[src/sv/utx_pkg.sv]
// shared types, constants and register codes for the uart transmitter
// no dependencies; compiled first

package utx_pkg;

  // transmit queue and bit timing
  localparam int QUEUE_DEPTH = 8;
  localparam int OVERSAMPLE  = 16;

  localparam int PTR_W    = (QUEUE_DEPTH > 1) ? $clog2(QUEUE_DEPTH) : 1;
  localparam int CNT_W    = $clog2(QUEUE_DEPTH + 1);
  localparam int DIV_W    = 16;
  localparam int TICK_W   = 20;
  localparam int PERIOD_W = DIV_W + 1 + $clog2(OVERSAMPLE + 1);
  localparam int FRAME_W  = 12;
  localparam int BITS_W   = 4;
  localparam int DATA_W   = 8;

  // configuration port
  localparam int CFG_IDX_W  = 8;
  localparam int CFG_DATA_W = 16;

  localparam logic [CFG_IDX_W-1:0] CFG_BAUD_DIVISOR  = CFG_IDX_W'(0);
  localparam logic [CFG_IDX_W-1:0] CFG_PARITY_MODE   = CFG_IDX_W'(1);
  localparam logic [CFG_IDX_W-1:0] CFG_TWO_STOP_BITS = CFG_IDX_W'(2);
  localparam logic [CFG_IDX_W-1:0] CFG_ENABLE        = CFG_IDX_W'(3);

  // parity modes
  localparam logic [1:0] PAR_NONE = 2'b00;
  localparam logic [1:0] PAR_EVEN = 2'b01;
  localparam logic [1:0] PAR_ODD  = 2'b10;

  // input opcodes
  localparam logic OP_TICK  = 1'b0;
  localparam logic OP_WRITE = 1'b1;

  typedef enum logic {
    CMD_TICK,
    CMD_WRITE
  } cmd_kind_t;

  // classified transaction handed from front to back
  typedef struct packed {
    cmd_kind_t         kind;
    logic [DATA_W-1:0] data;
  } cmd_t;

endpackage

[src/sv/utx_if.sv]
// channel interfaces: input transactions, results and configuration writes
// depends on utx_pkg

interface utx_in_if;
  import utx_pkg::*;

  logic              valid;
  logic              ready;
  logic              op;
  logic [DATA_W-1:0] data_byte;

  modport source (output valid, output op, output data_byte, input ready);
  modport sink   (input valid, input op, input data_byte, output ready);
endinterface

interface utx_out_if;
  logic valid;
  logic ready;
  logic tx_line;
  logic buffer_full;
  logic write_dropped;
  logic busy_res;

  modport source (output valid, output tx_line, output buffer_full,
                  output write_dropped, output busy_res, input ready);
  modport sink   (input valid, input tx_line, input buffer_full,
                  input write_dropped, input busy_res, output ready);
endinterface

interface utx_cfg_if;
  import utx_pkg::*;

  logic                  valid;
  logic                  ready;
  logic [CFG_IDX_W-1:0]  index;
  logic [CFG_DATA_W-1:0] data;

  modport source (output valid, output index, output data, input ready);
  modport sink   (input valid, input index, input data, output ready);
endinterface

[src/sv/uart_transmitter_with_fifo.sv]
// top level of the uart transmitter with transmit queue
// depends on utx_pkg, utx_if, utx_front, utx_back

// uart transmitter, 8 data bits lsb first, parity none/even/odd, one or two
// stop bits. each input transaction is either one peripheral tick or a byte
// write into an eight-entry transmit queue, and each gives exactly one result
// transaction: line level, queue-full flag, dropped-write flag and busy flag.
// a bit lasts 16*(baud_divisor+1) ticks; a write to a full queue is dropped.
// throughput is one transaction per clock: the front end decodes transactions
// into a two-entry command queue, the back end executes one command per cycle
// (its combinational tick/load update is the loop that sets this rate) and a
// registered result stage lets a new command run in the same cycle that the
// previous result is taken; while a result waits untaken the back end stalls
// and the command queue absorbs up to two more transactions.
// from input to result a transaction passes the command queue, then the result stage.
// configuration writes (index 0 divisor, 1 parity, 2 stop bits, 3 enable)
// are always taken and belong in idle periods; clearing enable aborts the
// current frame but keeps the queued bytes.

module uart_transmitter_with_fifo (
  input  logic      clk,
  input  logic      rst_n,
  utx_in_if.sink    in_if,
  utx_out_if.source out_if,
  utx_cfg_if.sink   cfg_if
);
  import utx_pkg::*;

  // command queue between front and back
  logic cmd_valid;
  logic cmd_ready;
  cmd_t cmd;

  utx_front u_front (
    .clk       (clk),
    .rst_n     (rst_n),
    .in_if     (in_if),
    .cmd_valid (cmd_valid),
    .cmd       (cmd),
    .cmd_ready (cmd_ready)
  );

  utx_back u_back (
    .clk       (clk),
    .rst_n     (rst_n),
    .cmd_valid (cmd_valid),
    .cmd       (cmd),
    .cmd_ready (cmd_ready),
    .cfg_if    (cfg_if),
    .out_if    (out_if)
  );

endmodule

[src/sv/utx_front.sv]
// front end: accepts input transactions, decodes the opcode and holds them
// in a two-entry command queue for the back end; depends on utx_pkg, utx_if

module utx_front (
  input  logic          clk,
  input  logic          rst_n,
  utx_in_if.sink        in_if,
  output logic          cmd_valid,
  output utx_pkg::cmd_t cmd,
  input  logic          cmd_ready
);
  import utx_pkg::*;

  cmd_t       q_mem [2];
  logic       wr_ptr_r, wr_ptr_nxt;
  logic       rd_ptr_r, rd_ptr_nxt;
  logic [1:0] cnt_r, cnt_nxt;
  logic       push, pop;
  cmd_t       cmd_in;

  always_comb begin
    cmd_in.kind = (in_if.op == OP_WRITE) ? CMD_WRITE : CMD_TICK;
    cmd_in.data = in_if.data_byte;
  end

  assign in_if.ready = (cnt_r != 2'd2);
  assign push        = in_if.valid && in_if.ready;
  assign cmd_valid   = (cnt_r != 2'd0);
  assign pop         = cmd_valid && cmd_ready;
  assign cmd         = q_mem[rd_ptr_r];

  always_comb begin
    wr_ptr_nxt = push ? ~wr_ptr_r : wr_ptr_r;
    rd_ptr_nxt = pop ? ~rd_ptr_r : rd_ptr_r;
    cnt_nxt    = cnt_r;
    if (push && !pop) begin
      cnt_nxt = cnt_r + 2'd1;
    end else if (pop && !push) begin
      cnt_nxt = cnt_r - 2'd1;
    end
  end

  always_ff @(posedge clk) begin
    if (!rst_n) begin
      wr_ptr_r <= 1'b0;
      rd_ptr_r <= 1'b0;
      cnt_r    <= 2'd0;
    end else begin
      wr_ptr_r <= wr_ptr_nxt;
      rd_ptr_r <= rd_ptr_nxt;
      cnt_r    <= cnt_nxt;
    end
  end

  always_ff @(posedge clk) begin
    if (push) begin
      q_mem[wr_ptr_r] <= cmd_in;
    end
  end

endmodule

[src/sv/utx_back.sv]
// back end: configuration registers, byte queue, frame shifter, bit timer
// and the registered result stage; depends on utx_pkg, utx_if

module utx_back (
  input  logic          clk,
  input  logic          rst_n,
  input  logic          cmd_valid,
  input  utx_pkg::cmd_t cmd,
  output logic          cmd_ready,
  utx_cfg_if.sink       cfg_if,
  utx_out_if.source     out_if
);
  import utx_pkg::*;

  // configuration
  logic [DIV_W-1:0] baud_div_r;
  logic [1:0]       parity_mode_r;
  logic             two_stop_r;
  logic             enable_r;
  logic             cfg_wr;

  // byte queue
  logic [DATA_W-1:0] q_mem [QUEUE_DEPTH];
  logic [PTR_W-1:0]  head_r, head_nxt, head_inc, wr_idx;
  logic [CNT_W-1:0]  count_r, count_nxt;
  logic [CNT_W:0]    wr_sum;
  logic              q_wr;

  // frame
  logic [FRAME_W-1:0]  shift_r, shift_nxt, load_frame;
  logic [BITS_W-1:0]   bits_r, bits_nxt, load_len;
  logic [TICK_W-1:0]   tick_r, tick_nxt;
  logic [PERIOD_W-1:0] period, tick_inc;
  logic [DATA_W-1:0]   head_byte;
  logic                has_par, par_bit;

  // result stage
  logic out_valid_r;
  logic tx_line_r, buffer_full_r, write_dropped_r, busy_r;
  logic pop, dropped;

  assign cfg_if.ready = 1'b1;
  assign cfg_wr       = cfg_if.valid;

  assign cmd_ready = !out_valid_r || out_if.ready;
  assign pop       = cmd_valid && cmd_ready;

  // bit time and tick counter
  assign period   = (PERIOD_W'(baud_div_r) + PERIOD_W'(1)) * PERIOD_W'(OVERSAMPLE);
  assign tick_inc = PERIOD_W'(tick_r) + PERIOD_W'(1);

  // queue addressing
  assign wr_sum   = (CNT_W+1)'(head_r) + (CNT_W+1)'(count_r);
  assign wr_idx   = (wr_sum >= (CNT_W+1)'(QUEUE_DEPTH))
                    ? PTR_W'(wr_sum - (CNT_W+1)'(QUEUE_DEPTH)) : PTR_W'(wr_sum);
  assign head_inc = (head_r == PTR_W'(QUEUE_DEPTH - 1)) ? '0 : head_r + PTR_W'(1);

  // next frame from the queue head: start, data lsb first, parity, stops
  assign head_byte  = q_mem[head_r];
  assign has_par    = (parity_mode_r == PAR_EVEN) || (parity_mode_r == PAR_ODD);
  assign par_bit    = (^head_byte) ^ (parity_mode_r == PAR_ODD);
  assign load_frame = {2'b11, (has_par ? par_bit : 1'b1), head_byte, 1'b0};
  assign load_len   = BITS_W'(10) + BITS_W'(two_stop_r) + BITS_W'(has_par);

  always_comb begin
    head_nxt  = head_r;
    count_nxt = count_r;
    shift_nxt = shift_r;
    bits_nxt  = bits_r;
    tick_nxt  = tick_r;
    dropped   = 1'b0;
    q_wr      = 1'b0;
    if (pop) begin
      if (cmd.kind == CMD_WRITE) begin
        if (count_r >= CNT_W'(QUEUE_DEPTH)) begin
          dropped = 1'b1;
        end else begin
          q_wr      = 1'b1;
          count_nxt = count_r + CNT_W'(1);
        end
      end else if (enable_r) begin
        if (bits_r != '0) begin
          if (tick_inc >= period) begin
            tick_nxt  = '0;
            shift_nxt = {1'b1, shift_r[FRAME_W-1:1]};
            bits_nxt  = bits_r - BITS_W'(1);
          end else begin
            tick_nxt = tick_inc[TICK_W-1:0];
          end
        end
        // back-to-back frames: reload in the tick that ends the last stop bit
        if (bits_nxt == '0 && count_r != '0) begin
          shift_nxt = load_frame;
          bits_nxt  = load_len;
          tick_nxt  = '0;
          head_nxt  = head_inc;
          count_nxt = count_r - CNT_W'(1);
        end
      end
    end
    // disabling aborts the frame in progress, queue kept
    if (cfg_wr && cfg_if.index == CFG_ENABLE && !cfg_if.data[0]) begin
      shift_nxt = '1;
      bits_nxt  = '0;
      tick_nxt  = '0;
    end
  end

  always_ff @(posedge clk) begin
    if (!rst_n) begin
      baud_div_r    <= '0;
      parity_mode_r <= PAR_NONE;
      two_stop_r    <= 1'b0;
      enable_r      <= 1'b0;
      head_r        <= '0;
      count_r       <= '0;
      shift_r       <= '1;
      bits_r        <= '0;
      tick_r        <= '0;
      out_valid_r   <= 1'b0;
    end else begin
      if (cfg_wr) begin
        case (cfg_if.index)
          CFG_BAUD_DIVISOR:  baud_div_r    <= cfg_if.data[DIV_W-1:0];
          CFG_PARITY_MODE:   parity_mode_r <= cfg_if.data[1:0];
          CFG_TWO_STOP_BITS: two_stop_r    <= cfg_if.data[0];
          CFG_ENABLE:        enable_r      <= cfg_if.data[0];
          default: ;
        endcase
      end
      head_r  <= head_nxt;
      count_r <= count_nxt;
      shift_r <= shift_nxt;
      bits_r  <= bits_nxt;
      tick_r  <= tick_nxt;
      if (pop) begin
        out_valid_r <= 1'b1;
      end else if (out_if.ready) begin
        out_valid_r <= 1'b0;
      end
    end
  end

  // result payload and queue storage, no reset
  always_ff @(posedge clk) begin
    if (pop) begin
      tx_line_r       <= (enable_r && bits_nxt != '0) ? shift_nxt[0] : 1'b1;
      buffer_full_r   <= (count_nxt >= CNT_W'(QUEUE_DEPTH));
      write_dropped_r <= dropped;
      busy_r          <= (bits_nxt != '0);
    end
    if (q_wr) begin
      q_mem[wr_idx] <= cmd.data;
    end
  end

  assign out_if.valid         = out_valid_r;
  assign out_if.tx_line       = tx_line_r;
  assign out_if.buffer_full   = buffer_full_r;
  assign out_if.write_dropped = write_dropped_r;
  assign out_if.busy_res      = busy_r;

endmodule

[src/flat_wrapper.sv]
// flat-port wrapper written by rule: the top's interface ports become plain ports
module uart_transmitter_with_fifo_flat import utx_pkg::*;
  (clk, rst_n, in_if_valid, in_if_op, in_if_data_byte, in_if_ready, out_if_valid, out_if_tx_line, out_if_buffer_full, out_if_write_dropped, out_if_busy_res, out_if_ready, cfg_if_valid, cfg_if_index, cfg_if_data, cfg_if_ready);
  utx_in_if in_if_i ();
  utx_out_if out_if_i ();
  utx_cfg_if cfg_if_i ();
  input  logic clk;
  input  logic rst_n;
  input wire logic [$bits(in_if_i.valid)-1:0] in_if_valid;
  input wire logic [$bits(in_if_i.op)-1:0] in_if_op;
  input wire logic [$bits(in_if_i.data_byte)-1:0] in_if_data_byte;
  output wire logic [$bits(in_if_i.ready)-1:0] in_if_ready;
  output wire logic [$bits(out_if_i.valid)-1:0] out_if_valid;
  output wire logic [$bits(out_if_i.tx_line)-1:0] out_if_tx_line;
  output wire logic [$bits(out_if_i.buffer_full)-1:0] out_if_buffer_full;
  output wire logic [$bits(out_if_i.write_dropped)-1:0] out_if_write_dropped;
  output wire logic [$bits(out_if_i.busy_res)-1:0] out_if_busy_res;
  input wire logic [$bits(out_if_i.ready)-1:0] out_if_ready;
  input wire logic [$bits(cfg_if_i.valid)-1:0] cfg_if_valid;
  input wire logic [$bits(cfg_if_i.index)-1:0] cfg_if_index;
  input wire logic [$bits(cfg_if_i.data)-1:0] cfg_if_data;
  output wire logic [$bits(cfg_if_i.ready)-1:0] cfg_if_ready;
  assign in_if_i.valid = in_if_valid;
  assign in_if_i.op = in_if_op;
  assign in_if_i.data_byte = in_if_data_byte;
  assign in_if_ready = in_if_i.ready;
  assign out_if_valid = out_if_i.valid;
  assign out_if_tx_line = out_if_i.tx_line;
  assign out_if_buffer_full = out_if_i.buffer_full;
  assign out_if_write_dropped = out_if_i.write_dropped;
  assign out_if_busy_res = out_if_i.busy_res;
  assign out_if_i.ready = out_if_ready;
  assign cfg_if_i.valid = cfg_if_valid;
  assign cfg_if_i.index = cfg_if_index;
  assign cfg_if_i.data = cfg_if_data;
  assign cfg_if_ready = cfg_if_i.ready;
  uart_transmitter_with_fifo u_core (.clk(clk), .rst_n(rst_n), .in_if(in_if_i), .out_if(out_if_i), .cfg_if(cfg_if_i));
endmodule
[config.mk]
export PLATFORM = sky130hd
export DESIGN_NAME = uart_transmitter_with_fifo_flat
export DESIGN_NICKNAME = d
export VERILOG_FILES = /design/src/sv/utx_pkg.sv /design/src/sv/utx_if.sv /design/src/sv/uart_transmitter_with_fifo.sv /design/src/sv/utx_front.sv /design/src/sv/utx_back.sv /design/src/flat_wrapper.sv
export SDC_FILE = /design/constraint.sdc
export NUM_CORES = 1
export LEC_CHECK = 0
export CORE_ASPECT_RATIO = 0.9
export CORE_MARGIN = 5
export CORE_UTILIZATION = 64
export DETAILED_ROUTE_END_ITERATION = 6
export DONT_BUFFER_PORTS = 1
export PLACE_DENSITY = 0.8
export SLEW_MARGIN = 20
export SYNTH_ARGS = -nofsm -noshare
export SYNTH_HDL_FRONTEND = slang
export SYNTH_HIERARCHICAL = 1
export SYNTH_SLANG_ARGS = --single-unit
[constraint.sdc]
create_clock -name clk -period 5.5 [get_ports clk]
set_clock_uncertainty 0.15 [all_clocks]
set_input_delay 1.1 -clock clk [delete_from_list [all_inputs] [get_ports clk]]
set_output_delay 1.1 -clock clk [all_outputs]
set_load 0.01 [all_outputs]
==> results of run 1 <==
metal layers:
metal | routed length (µm) | track usage [%] | vias up | part of all wire (%)
met5 | 0 | 0 | - | 0
met2 | 8320 | 40.7 | 232 | 49
met1 | 7100 | 32.8 | 2559 | 42
met4 | 353 | 8.24 | 0 | 2.1
li1 | - | - | 2448 | -
met3 | 1290 | 5.74 | 35 | 7.5
cells in the mapped netlist (2+ instances only):
cell type	n	area, µm²
edfxtp_1	86	2580
dfxtp_1	72	1440
nand2_1	46	173
mux2i_1	38	380
nand3_1	38	190
a21oi_1	37	185
nor2_1	34	128
ha_1	28	350
nor2b_1	25	156
xor2_1	25	219
xnor2_1	21	184
o21ai_0	19	95.1
clkbuf_1	18	67.6
inv_1	18	67.6
mux4_2	16	360
and3_1	14	87.6
nor3_1	13	65.1
mux2_2	10	113
a221o_1	8	80.1
buf_2	8	40.0
nand4_1	8	50.1
nand4b_1	8	70.1
and2_1	7	43.8
or3_1	7	43.8
nand2b_1	5	31.3
o22ai_1	5	31.3
a31oi_1	4	25.0
buf_6	4	45.0
o21a_1	3	22.5
a211oi_1	2	15.0
a21boi_0	2	15.0
a221oi_1	2	17.5
a41oi_1	2	17.5
buf_1	2	7.51
buf_4	2	15.0
nand3b_1	2	15.0
nor3b_1	2	15.0
o21ai_1	2	10.0
power by group through the flow:
stage | logic, µW | clock network (µW) | registers (µW)
floorplan | 515 | 0 | 1440
global placement | 590 | 0 | 1450
detailed placement | 615 | 0 | 1460
CTS | 634 | 1230 | 1440
global route | 707 | 1280 | 1450
finish | 646 | 1210 | 1440
cells by family (layout without fill, tap and decap cells):
kind of cell,after synthesis,in the layout
other,1,1
AO/OA/AOI/OAI,98,98
AND/OR/NAND/NOR,218,218
buffers and inverters,53,61
adder cells (fa/ha/maj),29,29
multiplexers,64,64
XOR/XNOR,46,46
flip-flops,158,158
through the flow:
stage	setup slack, ns	area, µm²	hold WS, ns
finish	0.331	8440	0.330
global route	0.00934	8440	0.355
CTS	0.271	8430	0.332
detailed placement	0.358	7830	0.313
global placement	0.609	7830	0.284
floorplan	0.839	7710	0.271
state kept, by name, summed over array words and instances (netlist names), named ones only:
register and cells:
u_core/u_back/baud_div_r 16, u_core/u_back/bits_r 4, u_core/u_back/count_r 3, u_core/u_back/enable_r 1, u_core/u_back/head_r 3, u_core/u_back/out_if.buffer_full 1
u_core/u_back/out_if.busy_res 1, u_core/u_back/out_if.tx_line 1, u_core/u_back/out_if.valid 1, u_core/u_back/out_if.write_dropped 1, u_core/u_back/parity_mode_r 2, u_core/u_back/q_mem 64
u_core/u_back/shift_r 12, u_core/u_back/tick_r 20, u_core/u_back/two_stop_r 1, u_core/u_front/cnt_r 2, u_core/u_front/q_mem 18, u_core/u_front/rd_ptr_r 1
u_core/u_front/wr_ptr_r 1
area by class of cell:
| class | instances | share of cell area, % |
|---|---|---|
| timing repair buffer | 13 | 1.16 |
| sequential | 158 | 47.7 |
| multi-input combinational | 456 | 40.9 |
| clock buffer | 17 | 5.04 |
| clock inverter | 13 | 2.09 |
| inverter | 18 | 0.800 |
| tap | 160 | 2.37 |
worst paths after layout:
check	from	endpoint	slack (ns)	cells past startpoint
min reg2reg	u_core/u_back/shift_r[0]	u_core/u_back/shift_r[0]	0.33	2
min	u_core/u_back/shift_r[0]	u_core/u_back/shift_r[0]	0.33	2
max	u_core/u_back/tick_r[2]	u_core/u_back/out_if.busy_res	0.33	17
max reg2reg	u_core/u_back/tick_r[2]	u_core/u_back/out_if.busy_res	0.33	17
layout by cell type (no fill, tap or decap), types with 13 or more instances in the layout:
cell,count
and3_1,13
nor2b_1,25
a21oi_1,37
buf_4,13
nand2_1,46
mux2i_1,38
edfxtp_1,86
clkbuf_16,17
xor2_1,25
inv_1,18
nand3_1,38
xnor2_1,21
nor2_1,32
mux4_2,16
o21ai_0,19
ha_1,28
dfxtp_1,72
repair_timing:
item | 4_1_cts | 5_1_grt
endpoints found under the setup margin | 0 | 29
hold buffers | 0 | 0
gates resized for setup | 0 | 5
critical path: cells and delay by family (launching register included):
kind | cells | cell delay (ns)
and+or+nand+nor | 10 | 2.63
adders and majority gates | 1 | 0.33
DFF | 1 | 0.40
AOI/OAI and AO/OA | 4 | 0.96
xor gates and xnor gates | 1 | 0.17
buffers and inverters | 1 | 0.23
==> flow_metrics.env, run 1 <==
export IMPL_syn_to_final_growth_pct=9.53
export IMPL_routedWlPerCell_um=20.4
export IMPL_relSlewSlack_pct=39.0
export IMPL_path_cells="nand3_1 > nor2_2 > and3_1 > and3_1 > and3_2 > nand3_1 > xnor2_1 > ha_1 > nand4_1 > nor4_2 > a32oi_1 > nand4_1 > buf_4 > and2_1 > o21ai_0 > a221oi_1 > a31oi_1"
export IMPL_slowest_delay_ns=0.48
export IMPL_multi_input_area_um2=3450
export IMPL_synth_edff_count=86
export IMPL_port_buffers=0
export IMPL_clkPwrFrac_pct=36.7
export IMPL_synth_area_um2=7710
export IMPL_drive_gt1_share_pct=12.6
export IMPL_slew_violations=0
export IMPL_track_usage_pct=24.7
export IMPL_setup_tns_ns=0
export IMPL_htree_num_levels=4
export IMPL_core_area_um2=11900
export IMPL_netSwitchingFraction_pct=28.8
export IMPL_p_int_uw=2350
export IMPL_finalSetupViolations=0
export IMPL_drc_errors=0
export IMPL_finish_utilization_pct=70.8
export IMPL_synth_fa_ha_area_share_pct=4.80
export IMPL_n_antenna_cell=0
export IMPL_syn_instance_count=667
export IMPL_hold_path_class="reg2reg"
export IMPL_clk_pin_slew_worst_paths_ns=0.06
export IMPL_gp_congestion=0.890
export IMPL_cts_root_buf="clkbuf_16"
export IMPL_synth_xor_area_share_pct=5.23
export IMPL_synth_compound_area_share_pct=8.39
export IMPL_layoutNonFillerInstCount=835
export IMPL_hold_viol=0
export IMPL_cts_tree="done"
export IMPL_clock_latency_ns=0.42
export IMPL_first_global_vias=5233
export IMPL_die_w_um=126
export IMPL_cp_start_kind="flop"
export IMPL_fin_crit_sh_pct=94.0
export IMPL_dp_hpwl_um=11300
export IMPL_power_frac_seq_pct=43.7
export IMPL_cts_setup_buffers=0
export IMPL_io_pins=45
export IMPL_max_freq_mhz=193
export IMPL_area_sequential_um2=4020
export IMPL_wl_um=17100
export IMPL_total_power_uw=3290
export IMPL_final_nets=731
export IMPL_die_h_um=114
export IMPL_dr_pass1_iters=5
export IMPL_period_minus_slack_ns=5.17
export IMPL_arrival_ns=5.15
export IMPL_viasPerCell=6.32
export IMPL_synthSimpleGateAreaFrac_pct=14.9
export IMPL_required_ns=5.49
export IMPL_ir_worst_vdd_mv=0.334
export IMPL_cts_buffers=17
export IMPL_synthFlopType="edfxtp_1"
export IMPL_num_rows=38
export IMPL_status="completed"
export IMPL_cts_sinks=158
export IMPL_cts_buffer_depth=2
export IMPL_grt_max_degree=31
export IMPL_drt_iter0_drc=675
export IMPL_antenna_found_initial=0
export IMPL_slowest_stage="and2_1"
export IMPL_vias=5274
export IMPL_rsz0062_at_grt="no"
export IMPL_syn_nets=734
export IMPL_path_class="reg2reg"
export IMPL_path_max_fanout=14
export IMPL_die_area_um2=14300
export IMPL_initial_core_util_pct=64.6
export IMPL_grt_pass1_wl_um=27500
export IMPL_muxShareOfSynthArea_pct=11.1
export IMPL_avgSynthCellArea_um2=11.6
export IMPL_p_per_area_nw_per_um2=390
export IMPL_worst_pin_slew_ns=0.911
export IMPL_synthDistinctLibCells=62
export IMPL_ys_seq_area_share_pct=52.2
export IMPL_leakagePower_uw=0.00289
export IMPL_fill_cells=823
export IMPL_cap_viol_max_count=0
export IMPL_switchingPower_uw=947
export IMPL_synth_top_family_by_area="simple AND/OR/NAND/NOR gates"
export IMPL_grt_ovfl_total=0
export IMPL_yosysWarnings=6
export IMPL_ys_ff_latch=158
export IMPL_end_kind="flop"
export IMPL_drtAntennaViolNets=0
export IMPL_dp_cells=805
export IMPL_ys_async_sr_fraction_pct=0
export IMPL_combPwrFrac_pct=19.6
No activity file was read; power rests on OpenSTA's default activity.
==> inputs of run 2 (changes only) <==
- CELL_PAD_IN_SITES_DETAIL_PLACEMENT: unset -> 1
- CELL_PAD_IN_SITES_GLOBAL_PLACEMENT: unset -> 2
- CORE_UTILIZATION: 64 -> 43
- GPL_TIMING_DRIVEN: unset -> 0
- PLACE_DENSITY: 0.8 -> unset
- PLACE_DENSITY_LB_ADDON: unset -> 0.1
==> run 2 against run 1 <==
Count of clock-buffer cells in the layout increased by 3. Sequential power about the same. Critical endpoint is now u_core/u_back/out_if.tx_line. Hold slack got worse by 0.0040 ns. Via count about the same.
==> flow_metrics.env, run 2 (same netlist as run 1, synthesis figures left out) <==
export IMPL_status="completed"
export IMPL_viasPerCell=5.60
export IMPL_hold_path_class="reg2reg"
export IMPL_min_delay_worst_endpoint="u_core/u_back/shift_r[11]"
export IMPL_r2r_cells=19
export IMPL_io_pins=45
export IMPL_die_h_um=137
export IMPL_cts_buffers=17
export IMPL_fin_crit_sh_pct=93.3
export IMPL_dr_pass1_iters=4
export IMPL_worst_pin_slew_ns=1.02
export IMPL_r2r_start="u_core/u_back/tick_r[0]"
export IMPL_arrival_ns=5.15
export IMPL_r2r_end="u_core/u_back/out_if.tx_line"
export IMPL_regToRegSetupSlack_ns=0.37
export IMPL_largest_registers="u_core/u_back/q_mem x64, u_core/u_back/tick_r x20, u_core/u_front/q_mem x18"
export IMPL_cts_buffer_depth=2
export IMPL_largest_reg_flops=64
export IMPL_dpl_cell_area_um2=8030
export IMPL_drive_gt1_share_pct=13.7
export IMPL_post_route_cell_area_um2=8660
export IMPL_gp_congestion=0.824
export IMPL_ir_worst_vdd_mv=0.216
export IMPL_top_register="u_core/u_back/q_mem"
export IMPL_period_minus_slack_ns=5.13
export IMPL_grt_max_degree=17
export IMPL_htree_num_levels=4
export IMPL_max_freq_mhz=195
export IMPL_grt_ovfl_total=0
export IMPL_fill_cells=1900
export IMPL_p_per_area_nw_per_um2=374
export IMPL_required_ns=5.52
export IMPL_vias=5277
export IMPL_final_nets=756
export IMPL_port_buffers=0
export IMPL_clock_latency_ns=0.42
export IMPL_initial_core_util_pct=43.8
export IMPL_multi_input_area_um2=3480
export IMPL_cts_root_buf="clkbuf_16"
export IMPL_rsz0062_at_grt="no"
export IMPL_routedWlPerCell_um=20.7
export IMPL_drtAntennaViolNets=0
export IMPL_min_delay_start="u_core/u_back/shift_r[11]"
export IMPL_hold_buffers=0
export IMPL_num_rows=46
export IMPL_track_usage_pct=19.7
export IMPL_relSlewSlack_pct=31.9
export IMPL_finalSetupViolations=0
export IMPL_final_common_cell="edfxtp_1"
export IMPL_hold_viol=0
export IMPL_cts_sinks=158
export IMPL_first_global_vias=5497
export IMPL_area_sequential_um2=4020
export IMPL_layout_common_cells="86 x edfxtp_1, 72 x dfxtp_1, 46 x nand2_1"
export IMPL_die_w_um=151
export IMPL_end_kind="flop"
export IMPL_dp_hpwl_um=14100
export IMPL_path_class="reg2reg"
export IMPL_slew_violations=0
export IMPL_place_ws_ns=-0.390
export IMPL_cts_tree="done"
export IMPL_n_antenna_cell=0
export IMPL_wl_um=19500
export IMPL_core_area_um2=17600
export IMPL_clk_pin_slew_worst_paths_ns=0.06
export IMPL_fin_ws_ns=0.370
export IMPL_drt_iter0_drc=230
export IMPL_grt_pass1_wl_um=30900
export IMPL_whs_path_depth=2
export IMPL_antenna_found_initial=0
export IMPL_path_max_fanout=10
export IMPL_syn_to_final_growth_pct=12.3
export IMPL_leakagePower_uw=0.00296
export IMPL_cap_viol_max_count=0
export IMPL_cp_start_kind="flop"
export IMPL_die_area_um2=20700
export IMPL_drc_errors=0
[run 2: metrics by stage]
step	utilization [%]	cells	setup TNS, ns	hold WS, ns	total power, µW
floorplan	-	667	0	0.271	1950
global placement	45.5	907	-1.35	0.289	2110
detailed placement	45.6	908	-6.05	0.305	2140
CTS	49.0	941	0	0.325	3270
global route	49.2	942	0	0.350	3390
finish	49.2	942	0	0.326	3240
[run 2: routing by layer]
metal | routed length, µm | part of all wire [%] | track usage [%]
met5 | 0 | 0 | 0
met4 | 180 | 0.92 | 4.48
met3 | 773 | 4.0 | 4.37
met2 | 8900 | 46 | 30.4
met1 | 9630 | 49 | 28.6
[run 2: power by group]
group          internal, µW  switching [µW]
registers              1380            48.0
logic                   270             423
clock network           637             480
[run 2: how the worst max path moves through the flow]
stage                                   endpoint                    start  slack, ns
detailed placement  u_core/u_back/out_if.tx_line  u_core/u_back/tick_r[2]      -0.39
global route        u_core/u_back/out_if.tx_line  u_core/u_back/tick_r[0]       0.04
floorplan           u_core/u_back/out_if.tx_line  u_core/u_back/tick_r[2]       0.84
finish              u_core/u_back/out_if.tx_line  u_core/u_back/tick_r[0]       0.37
CTS                 u_core/u_back/out_if.tx_line  u_core/u_back/tick_r[0]       0.06
global placement    u_core/u_back/out_if.tx_line  u_core/u_back/tick_r[2]      -0.28
[run 2: critical path, stage by stage, from the launching register on]
cell       delay [ns]
dfxtp_1          0.40
ha_1             0.28
nand3_1          0.24
nor2_4           0.21
and3_1           0.17
clkbuf_1         0.22
nand3_1          0.26
xnor2_1          0.20
ha_1             0.31
nand4_1          0.22
nor4_4           0.29
a32oi_2          0.26
nand4_1          0.25
a21boi_2         0.11
a2111oi_4        0.41
buf_6            0.23
buf_8            0.17
nor2_1           0.07
a22oi_1          0.30
nand3_1          0.11
[run 2: cell type report]
class | count | area share [%]
sequential | 158 | 46.5
multi-input combinational | 456 | 40.3
clock buffer | 20 | 5.16
tap | 240 | 3.47
buffer | 33 | 2.12
clock inverter | 12 | 1.30
inverter | 18 | 0.780
timing repair buffer | 5 | 0.434
[run 2: timing repair]
action	CTS	global route
gates resized for setup	6	7
buffers inserted	2	2
pin swaps	1	2
setup endpoints to repair	43	35
==> inputs of run 3 (changes only) <==
- CORE_ASPECT_RATIO: 0.9 -> unset
- CORE_UTILIZATION: 43 -> 47
- clock period: 5.5 -> 6.5 ns (I/O delays scaled with it)
==> run 3 against run 2 <==
Final cell count shrank 2.8%. Count of clock-buffer cells in the layout shrank 1. Critical path depth is 2 higher. Clock power fell by 9.8%. Largest cell class unchanged. Register-to-register slack improved by 0.35 ns. Non-clock buffer count down 2.
==> flow_metrics.env, run 3 (same netlist as run 1, synthesis figures left out) <==
export IMPL_worst_pin_slew_ns=1.00
export IMPL_wl_um=19000
export IMPL_drtAntennaViolNets=0
export IMPL_finalSetupViolations=0
export IMPL_vias=5234
export IMPL_path_class="reg2reg"
export IMPL_slew_violations=0
export IMPL_ir_worst_vdd_mv=0.259
export IMPL_core_area_um2=16000
export IMPL_routedWlPerCell_um=20.7
export IMPL_die_w_um=138
export IMPL_area_sequential_um2=4020
export IMPL_fill_cells=1723
export IMPL_fin_crit_sh_pct=88.9
export IMPL_required_ns=6.51
export IMPL_top_register="u_core/u_back/q_mem"
export IMPL_end_kind="flop"
export IMPL_fin_ws_ns=0.721
export IMPL_status="completed"
export IMPL_htree_num_levels=4
export IMPL_grt_pass1_wl_um=31000
export IMPL_drc_errors=0
export IMPL_port_buffers=0
export IMPL_cts_buffers=17
export IMPL_clk_pin_slew_worst_paths_ns=0.07
export IMPL_cts_sinks=158
export IMPL_cts_root_buf="clkbuf_16"
export IMPL_largest_registers="u_core/u_back/q_mem x64, u_core/u_back/tick_r x20, u_core/u_front/q_mem x18"
export IMPL_cts_buffer_depth=2
export IMPL_cts_tree="done"
export IMPL_layout_common_cells="86 x edfxtp_1, 72 x dfxtp_1, 46 x nand2_1"
export IMPL_n_antenna_cell=0
export IMPL_antenna_found_initial=0
export IMPL_dp_hpwl_um=13800
export IMPL_post_cts_resized=0
export IMPL_final_common_cell="edfxtp_1"
export IMPL_hold_path_class="reg2reg"
export IMPL_initial_core_util_pct=48.2
export IMPL_num_rows=46
export IMPL_p_per_area_nw_per_um2=326
export IMPL_setup_tns_ns=0
export IMPL_cap_viol_max_count=0
export IMPL_hold_viol=0
export IMPL_drive_gt1_share_pct=12.0
export IMPL_final_nets=754
export IMPL_multi_input_area_um2=3440
export IMPL_cts_setup_buffers=0
export IMPL_die_area_um2=19100
export IMPL_gp_congestion=0.805
export IMPL_largest_reg_flops=64
export IMPL_die_h_um=138
export IMPL_grt_max_degree=18
export IMPL_arrival_ns=5.79
export IMPL_first_global_vias=5804
export IMPL_rsz0062_at_grt="no"
export IMPL_grt_ovfl_total=0
export IMPL_drt_iter0_drc=263
export IMPL_cp_start_kind="flop"
export IMPL_track_usage_pct=20.4
export IMPL_hold_buffers=0
export IMPL_place_ws_ns=0.783
export IMPL_dr_pass1_iters=4
export IMPL_period_minus_slack_ns=5.78
export IMPL_leakagePower_uw=0.00295
export IMPL_path_max_fanout=10
export IMPL_viasPerCell=5.71
export IMPL_max_freq_mhz=173
export IMPL_syn_to_final_growth_pct=11.4
export IMPL_finish_utilization_pct=53.7
export IMPL_io_pins=45
export IMPL_relSlewSlack_pct=32.9
export IMPL_clock_latency_ns=0.42
-- run 3: final timing paths --
path	to	startpoint	slack, ns	depth (start not counted)
worst max register to register	u_core/u_back/out_if.tx_line	u_core/u_back/tick_r[2]	0.72	21
worst max-delay path	u_core/u_back/out_if.tx_line	u_core/u_back/tick_r[2]	0.72	21
worst min register to register	u_core/u_back/shift_r[11]	u_core/u_back/shift_r[11]	0.32	2
worst min-delay path	u_core/u_back/shift_r[11]	u_core/u_back/shift_r[11]	0.32	2
-- run 3: where the power goes --
part | switching, µW | internal (µW) | total [µW]
Clock | 439 | 567 | 1010
Sequential | 40.3 | 1170 | 1210
Combinational | 355 | 228 | 584
Total | 835 | 1960 | 2800
-- run 3: metal layers --
layer | wire length [µm] | GRT usage, % | share of wire (%) | up-vias
li1 | - | - | - | 2496
met1 | 7760 | 23.3 | 41 | 2653
met2 | 10500 | 38.8 | 55 | 70
met3 | 480 | 4.14 | 2.5 | 15
met4 | 263 | 5.30 | 1.4 | 0
met5 | 0 | 0 | 0 | -
-- run 3: metrics by stage --
step                      hold WS, ns  area [µm²]  power, µW  std cells
final                           0.319        8590       2800        916
after global placement          0.285        7980       1770        883
after CTS                       0.323        8590       2830        916
after detailed placement        0.302        8000       1810        884
after global routing            0.349        8590       2940        916
after floorplan                 0.271        7710       1650        667
-- run 3: area by class of cell --
cell class | instances | area share, %
Buffer | 35 | 2.21
Clock inverter | 13 | 1.62
Multi-Input combinational cell | 456 | 40.0
Sequential cell | 158 | 46.8
Timing Repair Buffer | 1 | 0.0874
Tap cell | 216 | 3.15
Inverter | 18 | 0.786
Clock buffer | 19 | 5.29
-- run 3: worst max-delay path: stages, from the launching register on --
cell	delay [ns]
dfxtp_1	0.43
nand3_1	0.19
nor2_1	0.30
and3_1	0.28
and3_1	0.17
clkbuf_1	0.26
and3_1	0.21
clkbuf_1	0.22
nand3_1	0.14
xnor2_1	0.17
ha_1	0.33
nand4_1	0.19
nor4_2	0.44
a32oi_1	0.29
nand4_1	0.29
a21boi_2	0.13
a2111oi_4	0.41
buf_6	0.22
buf_8	0.17
nor2_1	0.09
a22oi_1	0.29
nand3_1	0.12
